<file path="src/huart_pkg.sv">
// ----------------------------------------------------------------------------
// huart_pkg: shared types and constants of the single-wire UART
// Word layouts, configuration bundle, frame constants and small helpers
// that the queue, the frame engine and the top level all use.
// ----------------------------------------------------------------------------
package huart_pkg;

   // Frame constants: data bits 1..8 follow the start tick, tick 9 is the stop bit.
   localparam logic [3:0]  LAST_TX_BIT   = 4'd9;
   localparam int          QUEUE_DEPTH   = 2;

   // Configuration register indexes and reset values.
   localparam logic        REG_BIT_PERIOD     = 1'b0;
   localparam logic        REG_RX_FIRST_DELAY = 1'b1;
   localparam logic [15:0] BIT_PERIOD_RESET   = 16'd16;
   localparam logic [15:0] RX_DELAY_RESET     = 16'd1;

   typedef struct packed {
      logic       line_level;
      logic       tx_write;
      logic [7:0] tx_byte;
   } huart_req_type;

   typedef struct packed {
      logic       drive_low;
      logic       rx_valid;
      logic [7:0] rx_byte;
      logic       hold_full;
      logic       busy_res;
      logic       writing;
      logic       avail;
   } huart_rsp_type;

   typedef struct packed {
      logic [15:0] bit_period;
      logic [15:0] rx_first_delay;
   } huart_cfg_type;

   // A programmed value of zero is treated as one.
   function automatic logic [15:0] at_least_one(input logic [15:0] value);
      at_least_one = (value == 16'd0) ? 16'd1 : value;
   endfunction

endpackage

</file>
<file path="src/half_duplex_open_drain_uart.sv">
// ----------------------------------------------------------------------------
// half_duplex_open_drain_uart: single-wire open-drain UART, 8N1
// Top level with the request queue, the frame engine and the register port.
// ----------------------------------------------------------------------------
// Each request word is one clock of the serial line: the sampled wire level
// plus an optional byte to send. Each one yields exactly one response word
// with the wire driver, a received-byte strobe and the status flags. Words
// pass a small queue and then the frame engine, which takes one word per
// clock and registers its response, so the block sustains one word per cycle
// when nothing stalls, registering each word in queue and engine; a stall on
// the response side backs up into the queue, and the request side sees
// ready drop only once the queue is full. The transmitter sends a start bit,
// eight data bits LSB first and a stop bit, each bit_period words long,
// holding one further byte in a holding register and chaining it straight on.
// A falling edge while idle starts reception: the first sample comes
// rx_first_delay words later and further samples follow one bit period
// apart; the byte is reported one bit period after the last sample. Register
// bit_period sits at byte address 0 and rx_first_delay at address 4, a value
// of zero in either behaves like one, and both should only be written while
// no words are in flight; a new value takes effect at the next bit tick.
// ----------------------------------------------------------------------------
module half_duplex_open_drain_uart
   import huart_pkg::*;
#(
   parameter int QUEUE_DEPTH_P = QUEUE_DEPTH
) (
   input  logic        clock,
   input  logic        reset,
   // Request channel.
   input  logic        req_valid,
   output logic        req_ready,
   input  logic        req_line_level,
   input  logic        req_tx_write,
   input  logic [7:0]  req_tx_byte,
   // Response channel.
   output logic        rsp_valid,
   input  logic        rsp_ready,
   output logic        rsp_drive_low,
   output logic        rsp_rx_valid,
   output logic [7:0]  rsp_rx_byte,
   output logic        rsp_hold_full,
   output logic        rsp_busy_res,
   output logic        rsp_writing,
   output logic        rsp_avail,
   // Register port.
   input  logic        csr_psel,
   input  logic        csr_penable,
   input  logic        csr_pwrite,
   input  logic [2:0]  csr_paddr,
   input  logic [31:0] csr_pwdata,
   output logic [31:0] csr_prdata,
   output logic        csr_pready
);

   huart_req_type req_word;
   huart_req_type queue_word;
   huart_rsp_type rsp_word;
   huart_cfg_type cfg_ff, cfg_in;
   logic          queue_valid;
   logic          queue_ready;
   logic          csr_write;

   assign req_word.line_level = req_line_level;
   assign req_word.tx_write   = req_tx_write;
   assign req_word.tx_byte    = req_tx_byte;

   // Register port: zero wait states, word decode on address bit 2.
   assign csr_pready = 1'b1;
   assign csr_write  = csr_psel && csr_penable && csr_pwrite && csr_pready;

   always_comb begin
      cfg_in = cfg_ff;
      if (csr_write) begin
         unique case (csr_paddr[2])
            REG_BIT_PERIOD:     cfg_in.bit_period     = csr_pwdata[15:0];
            REG_RX_FIRST_DELAY: cfg_in.rx_first_delay = csr_pwdata[15:0];
            default:            cfg_in = cfg_ff;
         endcase
      end
   end

   always_comb begin
      unique case (csr_paddr[2])
         REG_BIT_PERIOD:     csr_prdata = {16'd0, cfg_ff.bit_period};
         REG_RX_FIRST_DELAY: csr_prdata = {16'd0, cfg_ff.rx_first_delay};
         default:            csr_prdata = 32'd0;
      endcase
   end

   always_ff @(posedge clock) begin
      if (reset) begin
         cfg_ff.bit_period     <= BIT_PERIOD_RESET;
         cfg_ff.rx_first_delay <= RX_DELAY_RESET;
      end else begin
         cfg_ff <= cfg_in;
      end
   end

   huart_queue #(
      .DEPTH (QUEUE_DEPTH_P)
   ) u_queue (
      .clock      (clock),
      .reset      (reset),
      .push_valid (req_valid),
      .push_ready (req_ready),
      .push_word  (req_word),
      .pop_valid  (queue_valid),
      .pop_ready  (queue_ready),
      .pop_word   (queue_word)
   );

   huart_engine u_engine (
      .clock      (clock),
      .reset      (reset),
      .cfg        (cfg_ff),
      .word_valid (queue_valid),
      .word_ready (queue_ready),
      .word       (queue_word),
      .rsp_valid  (rsp_valid),
      .rsp_ready  (rsp_ready),
      .rsp_word   (rsp_word)
   );

   assign rsp_drive_low = rsp_word.drive_low;
   assign rsp_rx_valid  = rsp_word.rx_valid;
   assign rsp_rx_byte   = rsp_word.rx_byte;
   assign rsp_hold_full = rsp_word.hold_full;
   assign rsp_busy_res  = rsp_word.busy_res;
   assign rsp_writing   = rsp_word.writing;
   assign rsp_avail     = rsp_word.avail;

endmodule

</file>
<file path="src/huart_queue.sv">
// ----------------------------------------------------------------------------
// huart_queue: input word queue
// Accepts line-sample words from the request channel and holds them until
// the frame engine is free to take them.
// ----------------------------------------------------------------------------
module huart_queue
   import huart_pkg::*;
#(
   parameter int DEPTH = QUEUE_DEPTH
) (
   input  logic          clock,
   input  logic          reset,
   input  logic          push_valid,
   output logic          push_ready,
   input  huart_req_type push_word,
   output logic          pop_valid,
   input  logic          pop_ready,
   output huart_req_type pop_word
);

   localparam int PTR_W = (DEPTH > 1) ? $clog2(DEPTH) : 1;
   localparam int CNT_W = $clog2(DEPTH + 1);
   localparam logic [PTR_W-1:0] LAST_PTR = PTR_W'(DEPTH - 1);
   localparam logic [CNT_W-1:0] FULL_CNT = CNT_W'(DEPTH);

   huart_req_type    entry_ff [DEPTH];
   logic [PTR_W-1:0] wr_ptr_ff, wr_ptr_in;
   logic [PTR_W-1:0] rd_ptr_ff, rd_ptr_in;
   logic [CNT_W-1:0] count_ff, count_in;
   logic             do_push, do_pop;

   assign push_ready = (count_ff != FULL_CNT);
   assign pop_valid  = (count_ff != '0);
   assign pop_word   = entry_ff[rd_ptr_ff];
   assign do_push    = push_valid && push_ready;
   assign do_pop     = pop_valid && pop_ready;

   always_comb begin
      wr_ptr_in = wr_ptr_ff;
      rd_ptr_in = rd_ptr_ff;
      count_in  = count_ff;
      if (do_push) begin
         wr_ptr_in = (wr_ptr_ff == LAST_PTR) ? '0 : wr_ptr_ff + 1'b1;
      end
      if (do_pop) begin
         rd_ptr_in = (rd_ptr_ff == LAST_PTR) ? '0 : rd_ptr_ff + 1'b1;
      end
      if (do_push && !do_pop) begin
         count_in = count_ff + 1'b1;
      end else if (do_pop && !do_push) begin
         count_in = count_ff - 1'b1;
      end
   end

   always_ff @(posedge clock) begin
      if (reset) begin
         wr_ptr_ff <= '0;
         rd_ptr_ff <= '0;
         count_ff  <= '0;
      end else begin
         wr_ptr_ff <= wr_ptr_in;
         rd_ptr_ff <= rd_ptr_in;
         count_ff  <= count_in;
      end
   end

   always_ff @(posedge clock) begin
      if (do_push) begin
         entry_ff[wr_ptr_ff] <= push_word;
      end
   end

`ifndef SYNTHESIS
   a_count_bound: assert property (@(posedge clock) disable iff (reset)
      count_ff <= FULL_CNT)
      else $error("queue count beyond depth");
   a_pop_moves: assert property (@(posedge clock) disable iff (reset)
      do_pop && !do_push |=> count_ff == $past(count_ff) - 1'b1)
      else $error("queue count did not drop on pop");
   a_push_moves: assert property (@(posedge clock) disable iff (reset)
      do_push && !do_pop |=> count_ff == $past(count_ff) + 1'b1)
      else $error("queue count did not rise on push");
`endif

endmodule

</file>
<file path="src/huart_engine.sv">
// ----------------------------------------------------------------------------
// huart_engine: frame engine and result register
// Advances the bit timer, transmitter, receiver and holding register by one
// clock of the serial line per word, and registers the resulting status word.
// ----------------------------------------------------------------------------
module huart_engine
   import huart_pkg::*;
(
   input  logic          clock,
   input  logic          reset,
   input  huart_cfg_type cfg,
   input  logic          word_valid,
   output logic          word_ready,
   input  huart_req_type word,
   output logic          rsp_valid,
   input  logic          rsp_ready,
   output huart_rsp_type rsp_word
);

   logic [15:0] tick_timer_ff, tick_timer_in;
   logic [3:0]  bit_index_ff, bit_index_in;
   logic [7:0]  shift_byte_ff, shift_byte_in;
   logic        next_level_ff, next_level_in;
   logic        line_low_ff, line_low_in;
   logic [7:0]  hold_byte_ff, hold_byte_in;
   logic        hold_valid_ff, hold_valid_in;
   logic        busy_flag_ff, busy_flag_in;
   logic        write_flag_ff, write_flag_in;
   logic        avail_flag_ff, avail_flag_in;
   logic        prev_level_ff, prev_level_in;
   logic        rx_valid_in;
   logic [7:0]  rx_byte_in;
   logic        rsp_valid_ff, rsp_valid_in;
   huart_rsp_type rsp_word_ff, rsp_word_in;
   logic        step;
   logic [3:0]  bit_inc;

   assign word_ready = !rsp_valid_ff || rsp_ready;
   assign step       = word_valid && word_ready;
   assign bit_inc    = bit_index_ff + 4'd1;
   assign rsp_valid  = rsp_valid_ff;
   assign rsp_word   = rsp_word_ff;

   always_comb begin
      tick_timer_in = tick_timer_ff;
      bit_index_in  = bit_index_ff;
      shift_byte_in = shift_byte_ff;
      next_level_in = next_level_ff;
      line_low_in   = line_low_ff;
      hold_byte_in  = hold_byte_ff;
      hold_valid_in = hold_valid_ff;
      busy_flag_in  = busy_flag_ff;
      write_flag_in = write_flag_ff;
      avail_flag_in = avail_flag_ff;
      prev_level_in = prev_level_ff;
      rx_valid_in   = 1'b0;
      rx_byte_in    = 8'd0;
      if (step) begin
         // Bit timer of the frame in progress.
         if (busy_flag_ff) begin
            if (tick_timer_ff <= 16'd1) begin
               tick_timer_in = at_least_one(cfg.bit_period);
               bit_index_in  = bit_inc;
               if (write_flag_ff) begin
                  line_low_in = !next_level_ff;
                  if (bit_inc > LAST_TX_BIT) begin
                     bit_index_in  = 4'd0;
                     next_level_in = 1'b0;
                     busy_flag_in  = 1'b0;
                     write_flag_in = 1'b0;
                     avail_flag_in = 1'b0;
                  end else if (bit_inc == LAST_TX_BIT) begin
                     next_level_in = 1'b1;
                  end else begin
                     next_level_in = shift_byte_ff[0];
                     shift_byte_in = {1'b0, shift_byte_ff[7:1]};
                  end
               end else begin
                  if (bit_inc <= LAST_TX_BIT) begin
                     shift_byte_in = {word.line_level, shift_byte_ff[7:1]};
                  end else begin
                     rx_valid_in   = 1'b1;
                     rx_byte_in    = shift_byte_ff;
                     avail_flag_in = 1'b1;
                     busy_flag_in  = 1'b0;
                     bit_index_in  = 4'd0;
                     next_level_in = 1'b0;
                  end
               end
            end else begin
               tick_timer_in = tick_timer_ff - 16'd1;
            end
         end
         // A held byte goes out as soon as the line is free.
         if (!busy_flag_in && hold_valid_ff) begin
            hold_valid_in = 1'b0;
            shift_byte_in = hold_byte_ff;
            busy_flag_in  = 1'b1;
            write_flag_in = 1'b1;
            bit_index_in  = 4'd0;
            next_level_in = 1'b0;
            line_low_in   = 1'b0;
            tick_timer_in = at_least_one(cfg.bit_period);
         end
         // New byte: start at once when free, else park it if there is room.
         if (word.tx_write && !hold_valid_in) begin
            if (!busy_flag_in) begin
               shift_byte_in = word.tx_byte;
               busy_flag_in  = 1'b1;
               write_flag_in = 1'b1;
               bit_index_in  = 4'd0;
               next_level_in = 1'b0;
               line_low_in   = 1'b0;
               tick_timer_in = at_least_one(cfg.bit_period);
            end else begin
               hold_byte_in  = word.tx_byte;
               hold_valid_in = 1'b1;
            end
         end
         // Falling edge while idle for the whole cycle starts reception.
         if (!busy_flag_ff && !busy_flag_in && prev_level_ff && !word.line_level) begin
            busy_flag_in  = 1'b1;
            write_flag_in = 1'b0;
            bit_index_in  = 4'd0;
            tick_timer_in = at_least_one(cfg.rx_first_delay);
         end
         prev_level_in = word.line_level;
      end
   end

   always_comb begin
      rsp_word_in.drive_low = line_low_in;
      rsp_word_in.rx_valid  = rx_valid_in;
      rsp_word_in.rx_byte   = rx_byte_in;
      rsp_word_in.hold_full = hold_valid_in;
      rsp_word_in.busy_res  = busy_flag_in;
      rsp_word_in.writing   = write_flag_in;
      rsp_word_in.avail     = avail_flag_in;
      if (step) begin
         rsp_valid_in = 1'b1;
      end else if (rsp_ready) begin
         rsp_valid_in = 1'b0;
      end else begin
         rsp_valid_in = rsp_valid_ff;
      end
   end

   always_ff @(posedge clock) begin
      if (reset) begin
         tick_timer_ff <= '0;
         bit_index_ff  <= '0;
         shift_byte_ff <= '0;
         next_level_ff <= 1'b0;
         line_low_ff   <= 1'b0;
         hold_byte_ff  <= '0;
         hold_valid_ff <= 1'b0;
         busy_flag_ff  <= 1'b0;
         write_flag_ff <= 1'b0;
         avail_flag_ff <= 1'b0;
         prev_level_ff <= 1'b1;
         rsp_valid_ff  <= 1'b0;
      end else begin
         tick_timer_ff <= tick_timer_in;
         bit_index_ff  <= bit_index_in;
         shift_byte_ff <= shift_byte_in;
         next_level_ff <= next_level_in;
         line_low_ff   <= line_low_in;
         hold_byte_ff  <= hold_byte_in;
         hold_valid_ff <= hold_valid_in;
         busy_flag_ff  <= busy_flag_in;
         write_flag_ff <= write_flag_in;
         avail_flag_ff <= avail_flag_in;
         prev_level_ff <= prev_level_in;
         rsp_valid_ff  <= rsp_valid_in;
      end
   end

   always_ff @(posedge clock) begin
      if (step) begin
         rsp_word_ff <= rsp_word_in;
      end
   end

`ifndef SYNTHESIS
   a_write_is_busy: assert property (@(posedge clock) disable iff (reset)
      write_flag_ff |-> busy_flag_ff)
      else $error("transmit direction set outside a frame");
   a_idle_index: assert property (@(posedge clock) disable iff (reset)
      !busy_flag_ff |-> bit_index_ff == 4'd0 && !line_low_ff)
      else $error("bit index or driver left set while idle");
   a_index_bound: assert property (@(posedge clock) disable iff (reset)
      bit_index_ff <= LAST_TX_BIT)
      else $error("bit index ran past the stop bit");
   a_rx_sets_avail: assert property (@(posedge clock) disable iff (reset)
      rsp_valid_ff && rsp_word_ff.rx_valid |-> rsp_word_ff.avail)
      else $error("received word without avail");
`endif

endmodule
</file>
<file path="config.mk">
export PLATFORM = sky130hd
export DESIGN_NAME = half_duplex_open_drain_uart
export DESIGN_NICKNAME = d
export VERILOG_FILES = /design/src/huart_pkg.sv /design/src/half_duplex_open_drain_uart.sv /design/src/huart_queue.sv /design/src/huart_engine.sv
export SDC_FILE = /design/constraint.sdc
export NUM_CORES = 1
export LEC_CHECK = 0
export BUFFER_PORTS_ARGS = -buffer_cell sky130_fd_sc_hd__buf_2
export CAP_MARGIN = 15
export CORE_MARGIN = 1
export CORE_UTILIZATION = 51
export DETAILED_ROUTE_END_ITERATION = 10
export PLACE_DENSITY = 0.78
export REMOVE_ABC_BUFFERS = 1
export SLEW_MARGIN = 20
export SYNTH_ARGS = -nofsm -noshare
export SYNTH_HDL_FRONTEND = slang
export SYNTH_SLANG_ARGS = --single-unit
export TNS_END_PERCENT = 100
</file>
<file path="constraint.sdc">
create_clock -name clock -period 2.3 [get_ports clock]
set_clock_uncertainty 0.2 [all_clocks]
set_input_delay 0.23 -clock clock [delete_from_list [all_inputs] [get_ports clock]]
set_output_delay 0.23 -clock clock [all_outputs]
set_load 0.1 [all_outputs]
</file>
# ---- Word-level counts from Yosys, hierarchy flattened
# Memory sizes are Yosys's and may differ from the RTL's. A register that Yosys moved wholly into a read port is not among the register bits.
# Cells that the tools add are included.
dict set report word_totals {
  ff_bits 94
  mem_bits_rw 20
  input_bits 52
  out_inout_bits 49
  n_memories 1
}
dict set report classes {
  addsub 6
  order_cmp 3
  n_eq_ne 2
  muxes 85
  n_bitwise 3
  n_reduce_logical 31
}
# memory depth width rd rd_clocked_by_memory_dff write_ports line_no
set mem_list {}
lappend mem_list {u_queue.entry_ff 2 10 1 1 1 huart_queue.sv:26} ;# huart_req_type entry_ff [DEPTH];
# op count
set ops {}
lappend ops {{$mux 16} 8}
lappend ops {{$mux 8} 9}
lappend ops {{$pmux 32 s2} 1}
lappend ops {{$mux 1} 56}
lappend ops {{$mux 4} 9}
lappend ops {{$logic_not 16->1} 2}
lappend ops {{$le 16x1->1 const B} 1}
lappend ops {{$sub 16x1->16 const B} 1}
lappend ops {{$logic_and 1x1->1} 11}
lappend ops {{$logic_not 1->1} 9}
lappend ops {{$reduce_bool 2->1} 3}
lappend ops {{$add 4x1->4 const B} 1}
lappend ops {{$eq 4x4->1 const B} 1}
lappend ops {{$gt 4x4->1 const B} 1}
lappend ops {{$le 4x4->1 const B} 1}
lappend ops {{$mux 2} 2}
lappend ops {{$reduce_and 2->1} 2}
lappend ops {{$reduce_or 4->1} 1}
lappend ops {{$not 1->1} 3}
lappend ops {{$reduce_and 3->1} 1}
lappend ops {{$reduce_or 3->1} 1}
lappend ops {{$add 1x1->1 const B} 2}
lappend ops {{$add 2x1->2 const B} 1}
lappend ops {{$ne 2x2->1 const B} 1}
lappend ops {{other kinds (2)} 2}

# ---- Logic depth before layout (Yosys ltp)
# Gate-level depths: netlist of the first run.
dict set report logic_depth {
  word_depth 21
  ltp_mapped 9
  ltp_nobuf 8
}

# ---- Hierarchy
# Synthesis of the first run repeated with hierarchy kept, for this count alone.
dict set report hier_totals {
  hier_cells 618
  hier_area_um2 6124.6
}
# mod instances cells_each area_per_inst_um2 seq_area_each_um2
set modules_own_cells {}
lappend modules_own_cells {huart_engine 1 401 3493.4 1301.2}
lappend modules_own_cells {half_duplex_open_drain_uart 1 162 1690.4 640.6}
lappend modules_own_cells {huart_queue 1 55 940.9 700.7}

# ---- Worst setup path before layout of the first run
# No wires, ideal clock.
dict set report synth_path {
  path_kind {flip-flop to flip-flop}
  from {register u_engine.rsp_valid_ff (netlist: u_engine.rsp_valid)}
  to {register u_queue.count_ff[1]}
  setup_time_ps 70
  t_arrival_ps 2601
  t_required_ps 2030
  slack_ps -571
  path_stages_with_launch 8
  n_path_buf 2
  period_less_slack_ps 2871
  path_cell_list {dfxtp_1 > nand2b_1 > o21ai_1 > clkbuf_1 > clkbuf_1 > ha_1 > or3_1 > a21oi_1}
}
dict set report synth_between {
  elab_chain_len 6
}
# item line_no
set synth_lines {}
lappend synth_lines {{from (decl)} huart_engine.sv:33} ;# logic rsp_valid_ff, rsp_valid_in;
lappend synth_lines {{from (signal assigned)} huart_engine.sv:174} ;# rsp_valid_ff <= rsp_valid_in;
lappend synth_lines {{$logic_not 1->1 (*)} huart_engine.sv:38} ;# assign word_ready = !rsp_valid_ff || rsp_ready;
lappend synth_lines {{$logic_or 1x1->1 (*)} huart_engine.sv:38}
lappend synth_lines {{$logic_and 1x1->1 (*)} huart_queue.sv:36} ;# assign do_pop = pop_valid && pop_ready;
lappend synth_lines {{$logic_not 1->1} huart_queue.sv:48} ;# if (do_push && !do_pop) begin
lappend synth_lines {{$logic_and 1x1->1} huart_queue.sv:48}
lappend synth_lines {{$mux 2 or $reduce_bool 2->1 (tied branches)} n/a}
lappend synth_lines {{to (signal assigned)} huart_queue.sv:63} ;# count_ff <= count_in;
lappend synth_lines {{to (decl)} huart_queue.sv:29} ;# logic [CNT_W-1:0] count_ff, count_in;
# Every way passes the cells marked *; elsewhere a longest branch is shown, timed or not.
# A chain may end at the register's enable or synchronous reset.

# ---- Worst setup path after layout of the first run
dict set report layout_path {
  from {register u_engine.tick_timer_ff[13]}
  to {register u_engine.tick_timer_ff[9]}
}
dict set report layout_between {
  elab_chain_len 17
}
# item line_no
set layout_lines {}
lappend layout_lines {{from (decl)} huart_engine.sv:20} ;# logic [15:0] tick_timer_ff, tick_timer_in;
lappend layout_lines {{from (signal assigned)} huart_engine.sv:163} ;# tick_timer_ff <= tick_timer_in;
lappend layout_lines {{$le 16x1->1 (*)} huart_engine.sv:61} ;# if (tick_timer_ff <= 16'd1) begin
lappend layout_lines {{$mux 1} huart_engine.sv:61}
lappend layout_lines {{$mux 1} huart_engine.sv:60} ;# if (busy_flag_ff) begin
lappend layout_lines {{$mux 1} huart_engine.sv:58} ;# if (step) begin
lappend layout_lines {{$logic_not 1->1} huart_engine.sv:95} ;# if (!busy_flag_in && hold_valid_ff) begin
lappend layout_lines {{$logic_and 1x1->1} huart_engine.sv:95}
lappend layout_lines {{$mux 1} huart_engine.sv:95}
lappend layout_lines {{$mux 1} huart_engine.sv:58}
lappend layout_lines {{$logic_not 1->1} huart_engine.sv:106} ;# if (word.tx_write && !hold_valid_in) begin
lappend layout_lines {{$logic_and 1x1->1} huart_engine.sv:106}
lappend layout_lines {{$mux 1} huart_engine.sv:106}
lappend layout_lines {{$mux 1} huart_engine.sv:58}
lappend layout_lines {{$logic_not 1->1} huart_engine.sv:121} ;# if (!busy_flag_ff && !busy_flag_in && prev_level_ff && !word.line_level) begin
lappend layout_lines {{$logic_and 1x1->1 (3 in series)} huart_engine.sv:121}
lappend layout_lines {{$mux 16 (*)} huart_engine.sv:121}
# Every way passes the cells marked *; elsewhere a longest branch is shown, timed or not. The select of a mux whose other input is x is not followed.

==> flow_summary.yaml, run 1 <==
status:
  outcome: "complete, but fails checks"
  violations: "negative setup slack"
yosys:
  ys_warn_count: 0
  synth_cell_types: 58
  synthesis.instances: 632
  synth_most_common_cell: "nand2_1"
  seq_area_frac_synth_pct: 46.8
  synth_edf_count: 34
  synth_area_leader_cell: "dfxtp_1"
  netlist_area_um2: 5640
  async_flop_share_pct: 0
  synth-seq-cells: 115
  yosys-top-cells-count: "92 x nand2_1, 81 x dfxtp_1, 74 x a21oi_1"
  ys.flop_type: "dfxtp_1"
  synth_area_leaders: "dfxtp_1 29%, edfxtp_1 18%, a21oi_1 6.6%"
  yosysTopAreaCellShare_pct: 28.7
  syn_avg_cell_area_um2: 8.93
floorplan:
  core_um2: 10800
  initial_core_util_pct: 52.3
  die_y_um: 107
  die_x_um: 107
  placementRows: 38
  pin_count: 101
  die_area_um2: 11500
worst_setup_path:
  crit_arrival_ps: 2620
  critPathMaxFanout: 5
  rrSetupSlack_ps: -150
  start_kind: "register"
  cp-end-kind: "register"
  crit_required_ps: 2470
  critPathKind: "register to register"
drt:
  ant_nets: 0
  first_pass_iters: 5
  drt_wl_total_um: 15100
  drc_errors: 0
  drt-wirelength-per-cell_um: 16.5
  first_iter_violations: 376
  via_per_inst: 5.76
  dr_total_vias: 5278
flow_run:
  cap_violations: 0
clock_network:
  cts_tree: "yes"
  cts.sinks: 115
  clockRootBuffer: "clkbuf_8"
  clk_path_buf_depth: 2
  clkLatencyLatePin_ps: 510
  h-tree-depth: 4
  clk_pin_slew_worst_paths_ps: 50
  cts_buffers: 17
finish:
  seq_area_um2: 2640
  final_nets: 821
  multi_input_area_um2: 2980
  fillerInstances: 771
  area_growth_pct: 32.9
  stdcell_area_um2: 7500
  drive_gt1_share_pct: 27.7
  antenna_cells: 0
timing:
  holdWs_ps: 77.1
  rsz0062_at_grt: "yes"
  worstMarginPinSlew_ps: 755
  fin_crit_sh_pct: 107
  worst_slack_ps: -150
  finalSetupViolations: 45
  fmaxAchievable_ghz: 0.408
  finalMaxSlewViolations: 0
  relSlewSlack_pct: 49.5
  hold_viol: 0
  min_period_ps: 2450
placed_design:
  portBuffers: 65
  place_area_um2: 6310
  dpl.hpwl_um: 9570
  gp_congestion: 0.894
power_and_ir_drop:
  p_leak_nw: 2.97
  p_per_area_nw_per_um2: 1400
  worst_ir_drop_vdd_v: 0.000850
global_routing:
  grt_pass1_vias: 5073
  antenna_found_initial: 0
  grt-ovfl-total: 0
  grt_max_degree: 40
  grt_usage_pct: 27.0
  grt_pass1_wl_um: 24100
hold_path:
  hp-class: "input port to register"
==> cells in the final DEF, fill, tap and decap left out, drive strengths merged, types with 4 or more instances in the layout <==
cell,instances
a21oi,74
a22oi,6
a31oi,4
and2,4
buf,118
clkbuf,28
conb,17
dfxtp,81
dlygate4sd3,29
edfxtp,34
ha,6
inv,18
mux2,26
mux2i,10
nand2,92
nand2b,7
nand3,9
nor2,39
nor2b,14
nor3,41
nor4,13
o21ai,27
o221ai,5
o22ai,9
or3,5
or4,4
xnor2,8
xor2,13
==> cell type report <==
type | count | share of cell area, %
clock inverter | 4 | 0.934
clock buffer | 28 | 6.74
multi-input combinational | 464 | 39.7
tap | 140 | 2.34
sequential | 115 | 35.3
timing repair buffer | 147 | 14.1
inverter | 18 | 0.901
==> path summary, 6_finish.rpt <==
check,start,end,cells after the start
setup / recovery,u_engine.tick_timer_ff[13],u_engine.tick_timer_ff[9],6
hold / removal,csr_penable,cfg_ff[30],5
setup reg to reg,u_engine.tick_timer_ff[13],u_engine.tick_timer_ff[9],6
hold reg to reg,u_engine.prev_level_ff,u_engine.prev_level_ff,1
==> report_power, final <==
part,switching (W),total (W),internal [W]
clock,0.000858,0.00254,0.00168
combinational,0.00336,0.00512,0.00177
sequential,0.000282,0.00286,0.00258
total,0.00450,0.0105,0.00603
==> worst max-delay path: stages (launching register included) <==
cell,delay [ps]
dfxtp_2,320
or4_4,570
or4_4,500
nor2_2,180
nor2_1,140
o221ai_1,260
a21oi_1,130
==> metrics by stage <==
step	setup WS, ps	power, W	TNS (ps)	cells	utilization, %
finish	-150	0.0105	-3170	916	69.5
floorplan	-1060	0.00597	-49820	597	-
CTS	-141	0.0101	-3500	910	66.8
global placement	-198	0.00724	-3950	848	58.5
detailed placement	-335	0.00737	-6920	848	58.5
global route	-257	0.0110	-7510	916	69.5
==> kinds of logic (layout without fill, tap and decap cells) <==
logic type                 count (synthesis)  after routing  synth area share, %
and+or+nand+nor                          236            236                 20.0
other                                      2             17                0.133
adders and majority gates                  6              6                 1.33
xor gates and xnor gates                  21             21                 3.26
buffers and inverters                     68            197                 5.76
AOI/OAI and AO/OA                        148            148                 15.8
DFF                                      115            115                 46.8
muxes                                     36             36                 6.96
==> sequential cells by signal, indices dropped and copies added (netlist names), 2 cells and up, named ones only <==
name and cells:
cfg_ff 32, u_engine.bit_index_ff 4, u_engine.hold_byte_ff 8, u_engine.rsp_word 14, u_engine.shift_byte_ff 8, u_engine.tick_timer_ff 16, u_queue.count_ff 2, u_queue.entry_ff 20
==> metal layers <==
metal | vias up | GRT usage, % | routed length, µm
met1 | 2497 | 32.5 | 6200
met4 | 0 | 12.6 | 334
met2 | 259 | 45.6 | 7630
li1 | 2484 | - | -
met3 | 38 | 6.32 | 957
met5 | - | 0 | 0
==> what timing repair did <==
item,4_1_cts,5_1_grt
setup endpoints to repair,50,56
hold endpoints to repair,54,4
hold buffers,28,1
pin swaps,10,17
buffers inserted,2,5
gates resized for setup,9,55
Power figures use the tool's default switching activity.
==> inputs of run 2 (changes only) <==
--- a/config.mk
+++ b/config.mk
@@ -5,7 +5,7 @@
 export SDC_FILE = /design/constraint.sdc
 export NUM_CORES = 1
 export LEC_CHECK = 0
-export BUFFER_PORTS_ARGS = -buffer_cell sky130_fd_sc_hd__buf_2
+export BUFFER_PORTS_ARGS = -buffer_cell sky130_fd_sc_hd__buf_4
 export CAP_MARGIN = 15
 export CORE_MARGIN = 1
 export CORE_UTILIZATION = 51
==> run 2 against run 1 <==
  * The flow still finishes with violations (negative setup slack)
  * First-iteration DRC count up 22%
  * Largest power group unchanged
  * Power up 4.5%
  * Count of clock-buffer cells in the layout down 6
  * Die area unchanged
  * Critical path depth unchanged
  * Highest routed layer unchanged
  * Critical path type unchanged
  * Global-route usage down 0.19 points
  * Utilization up 3.0 points
  * Clock power down 9.1%
  * Sequential cell count unchanged
  * Wire length up 7.3%
==> flow_summary.yaml, run 2 (synthesis results as in run 1) <==
timing:
  min_period_ps: 2520
  finalMaxSlewViolations: 0
  worstMarginPinSlew_ps: 693
  relSlewSlack_pct: 53.8
  finalSetupViolations: 48
  setup-tns-final_ps: -6330
  fmaxAchievable_ghz: 0.398
  fin_crit_sh_pct: 109
  rsz0062_at_grt: "yes"
  worst_slack_ps: -215
  hold_viol: 0
power_and_ir_drop:
  p_per_area_nw_per_um2: 1410
  worst_ir_drop_vdd_v: 0.000867
  p_total_w: 0.0110
  p_sw_w: 0.00493
  power_frac_clock_pct: 21.0
  p_int_w: 0.00608
  netSwitchingFraction_pct: 44.8
  combPwrFrac_pct: 52.8
  p_leak_nw: 3.06
  p_seq_share_pct: 26.1
global_routing:
  antenna_found_initial: 0
  grt_usage_pct: 26.8
  grt_pass1_wl_um: 24000
  grt-ovfl-total: 0
  grt_pass1_vias: 5061
  grt_max_degree: 43
clock_network:
  clk_pin_slew_worst_paths_ps: 60
  cts_tree: "yes"
  clkLatencyLatePin_ps: 520
  clk_path_buf_depth: 2
  clockRootBuffer: "clkbuf_8"
  h-tree-depth: 4
  cts_buffers: 17
  cts.sinks: 115
placed_design:
  gp_congestion: 0.854
  portBuffers: 65
  dpl.hpwl_um: 9550
  pre_cts_slack_ps: -313
status:
  violations: "negative setup slack"
  outcome: "complete, but fails checks"
worst_setup_path:
  cp-end-kind: "register"
  crit_arrival_ps: 2590
  critPathMostFrequentCell: "or4_4"
  slowest_stage: "or4_4"
  critPathKind: "register to register"
  worstPathCellList: "or4_4 > or4_4 > nor3_4 > a21oi_2 > o21ai_2 > nand2_1"
  start_kind: "register"
  max_stage_delay_ps: 570
  critPathMaxFanout: 4
  crit_required_ps: 2370
flow_run:
  cap_violations: 0
floorplan:
  die_y_um: 107
  core_um2: 10800
  pin_count: 101
  die_area_um2: 11500
  die_x_um: 107
  placementRows: 38
  initial_core_util_pct: 52.3
finish:
  final_nets: 825
  final_cell_mix: "113 x buf_4, 91 x nand2_1, 79 x dfxtp_1"
  postLayoutCoreUtil_pct: 72.5
  reg.largest.list: "cfg_ff x32, u_queue.entry_ff x20, u_engine.tick_timer_ff x16"
  largest_reg_flops: 32
  largest-register: "cfg_ff"
  antenna_cells: 0
  drive_gt1_share_pct: 32.5
  final_common_cell: "buf_4"
  area_growth_pct: 38.6
  fillerInstances: 717
drt:
  drt_wl_total_um: 16200
  first_pass_iters: 5
  via_per_inst: 5.90
  ant_nets: 0
  drt-wirelength-per-cell_um: 17.7
  first_iter_violations: 457
  drc_errors: 0
  dr_total_vias: 5418
hold_path:
  hp-class: "input port to register"
-- run 2: worst max-delay path, delay by kind of cell, from the launching register on --
kind	cells	cell delay, ps
compound gates	2	290
flops	1	320
simple gates	4	1450
-- run 2: layout make-up --
class / instances / area, µm² / area share, %
sequential: 115 / 2650 / 33.8
inverter: 18 / 67.6 / 0.864
timing repair buffer: 151 / 1300 / 16.6
clock buffer: 22 / 464 / 5.94
multi-input combinational: 464 / 3110 / 39.8
clock inverter: 9 / 56.3 / 0.720
tap: 140 / 175 / 2.24
-- run 2: stage by stage --
stage	cells	cell area, µm²	hold slack, ps
floorplan	597	5440	99.1
global placement	849	6500	215
detailed placement	849	6500	218
CTS	910	7400	67.4
global route	919	7820	85.6
finish	919	7820	81.3
-- run 2: path summary, 6_finish.rpt --
| check | start | end | slack, ps | cells past startpoint |
|---|---|---|---|---|
| max | u_engine.tick_timer_ff[13] | u_engine.rsp_word[1] | -220 | 6 |
| min | csr_penable | cfg_ff[6] | 80 | 5 |
| max reg2reg | u_engine.tick_timer_ff[13] | u_engine.rsp_word[1] | -220 | 6 |
| min reg2reg | u_engine.prev_level_ff | u_engine.prev_level_ff | 250 | 1 |
-- run 2: power groups by stage --
stage | clock network [W] | registers (W) | logic [W]
floorplan | 0 | 0.00362 | 0.00235
global placement | 0 | 0.00285 | 0.00448
detailed placement | 0 | 0.00287 | 0.00459
CTS | 0.00231 | 0.00283 | 0.00477
global route | 0.00242 | 0.00291 | 0.00614
finish | 0.00231 | 0.00288 | 0.00582
-- run 2: routing by layer --
| layer | share of wire (%) | wire, µm | GRT usage, % |
|---|---|---|---|
| met1 | 39 | 6380 | 32.8 |
| met2 | 50 | 8120 | 43.8 |
| met3 | 6.6 | 1080 | 6.44 |
| met4 | 4.0 | 649 | 13.9 |
| met5 | 0 | 0 | 0 |
-- run 2: repair_timing --
item,in CTS,in global routing
setup endpoints to repair,48,55
setup buffers,1,8
resized for setup,20,72
gates cloned,0,1
hold buffers,29,0
pin swaps,6,36
endpoints found under the hold margin,65,0
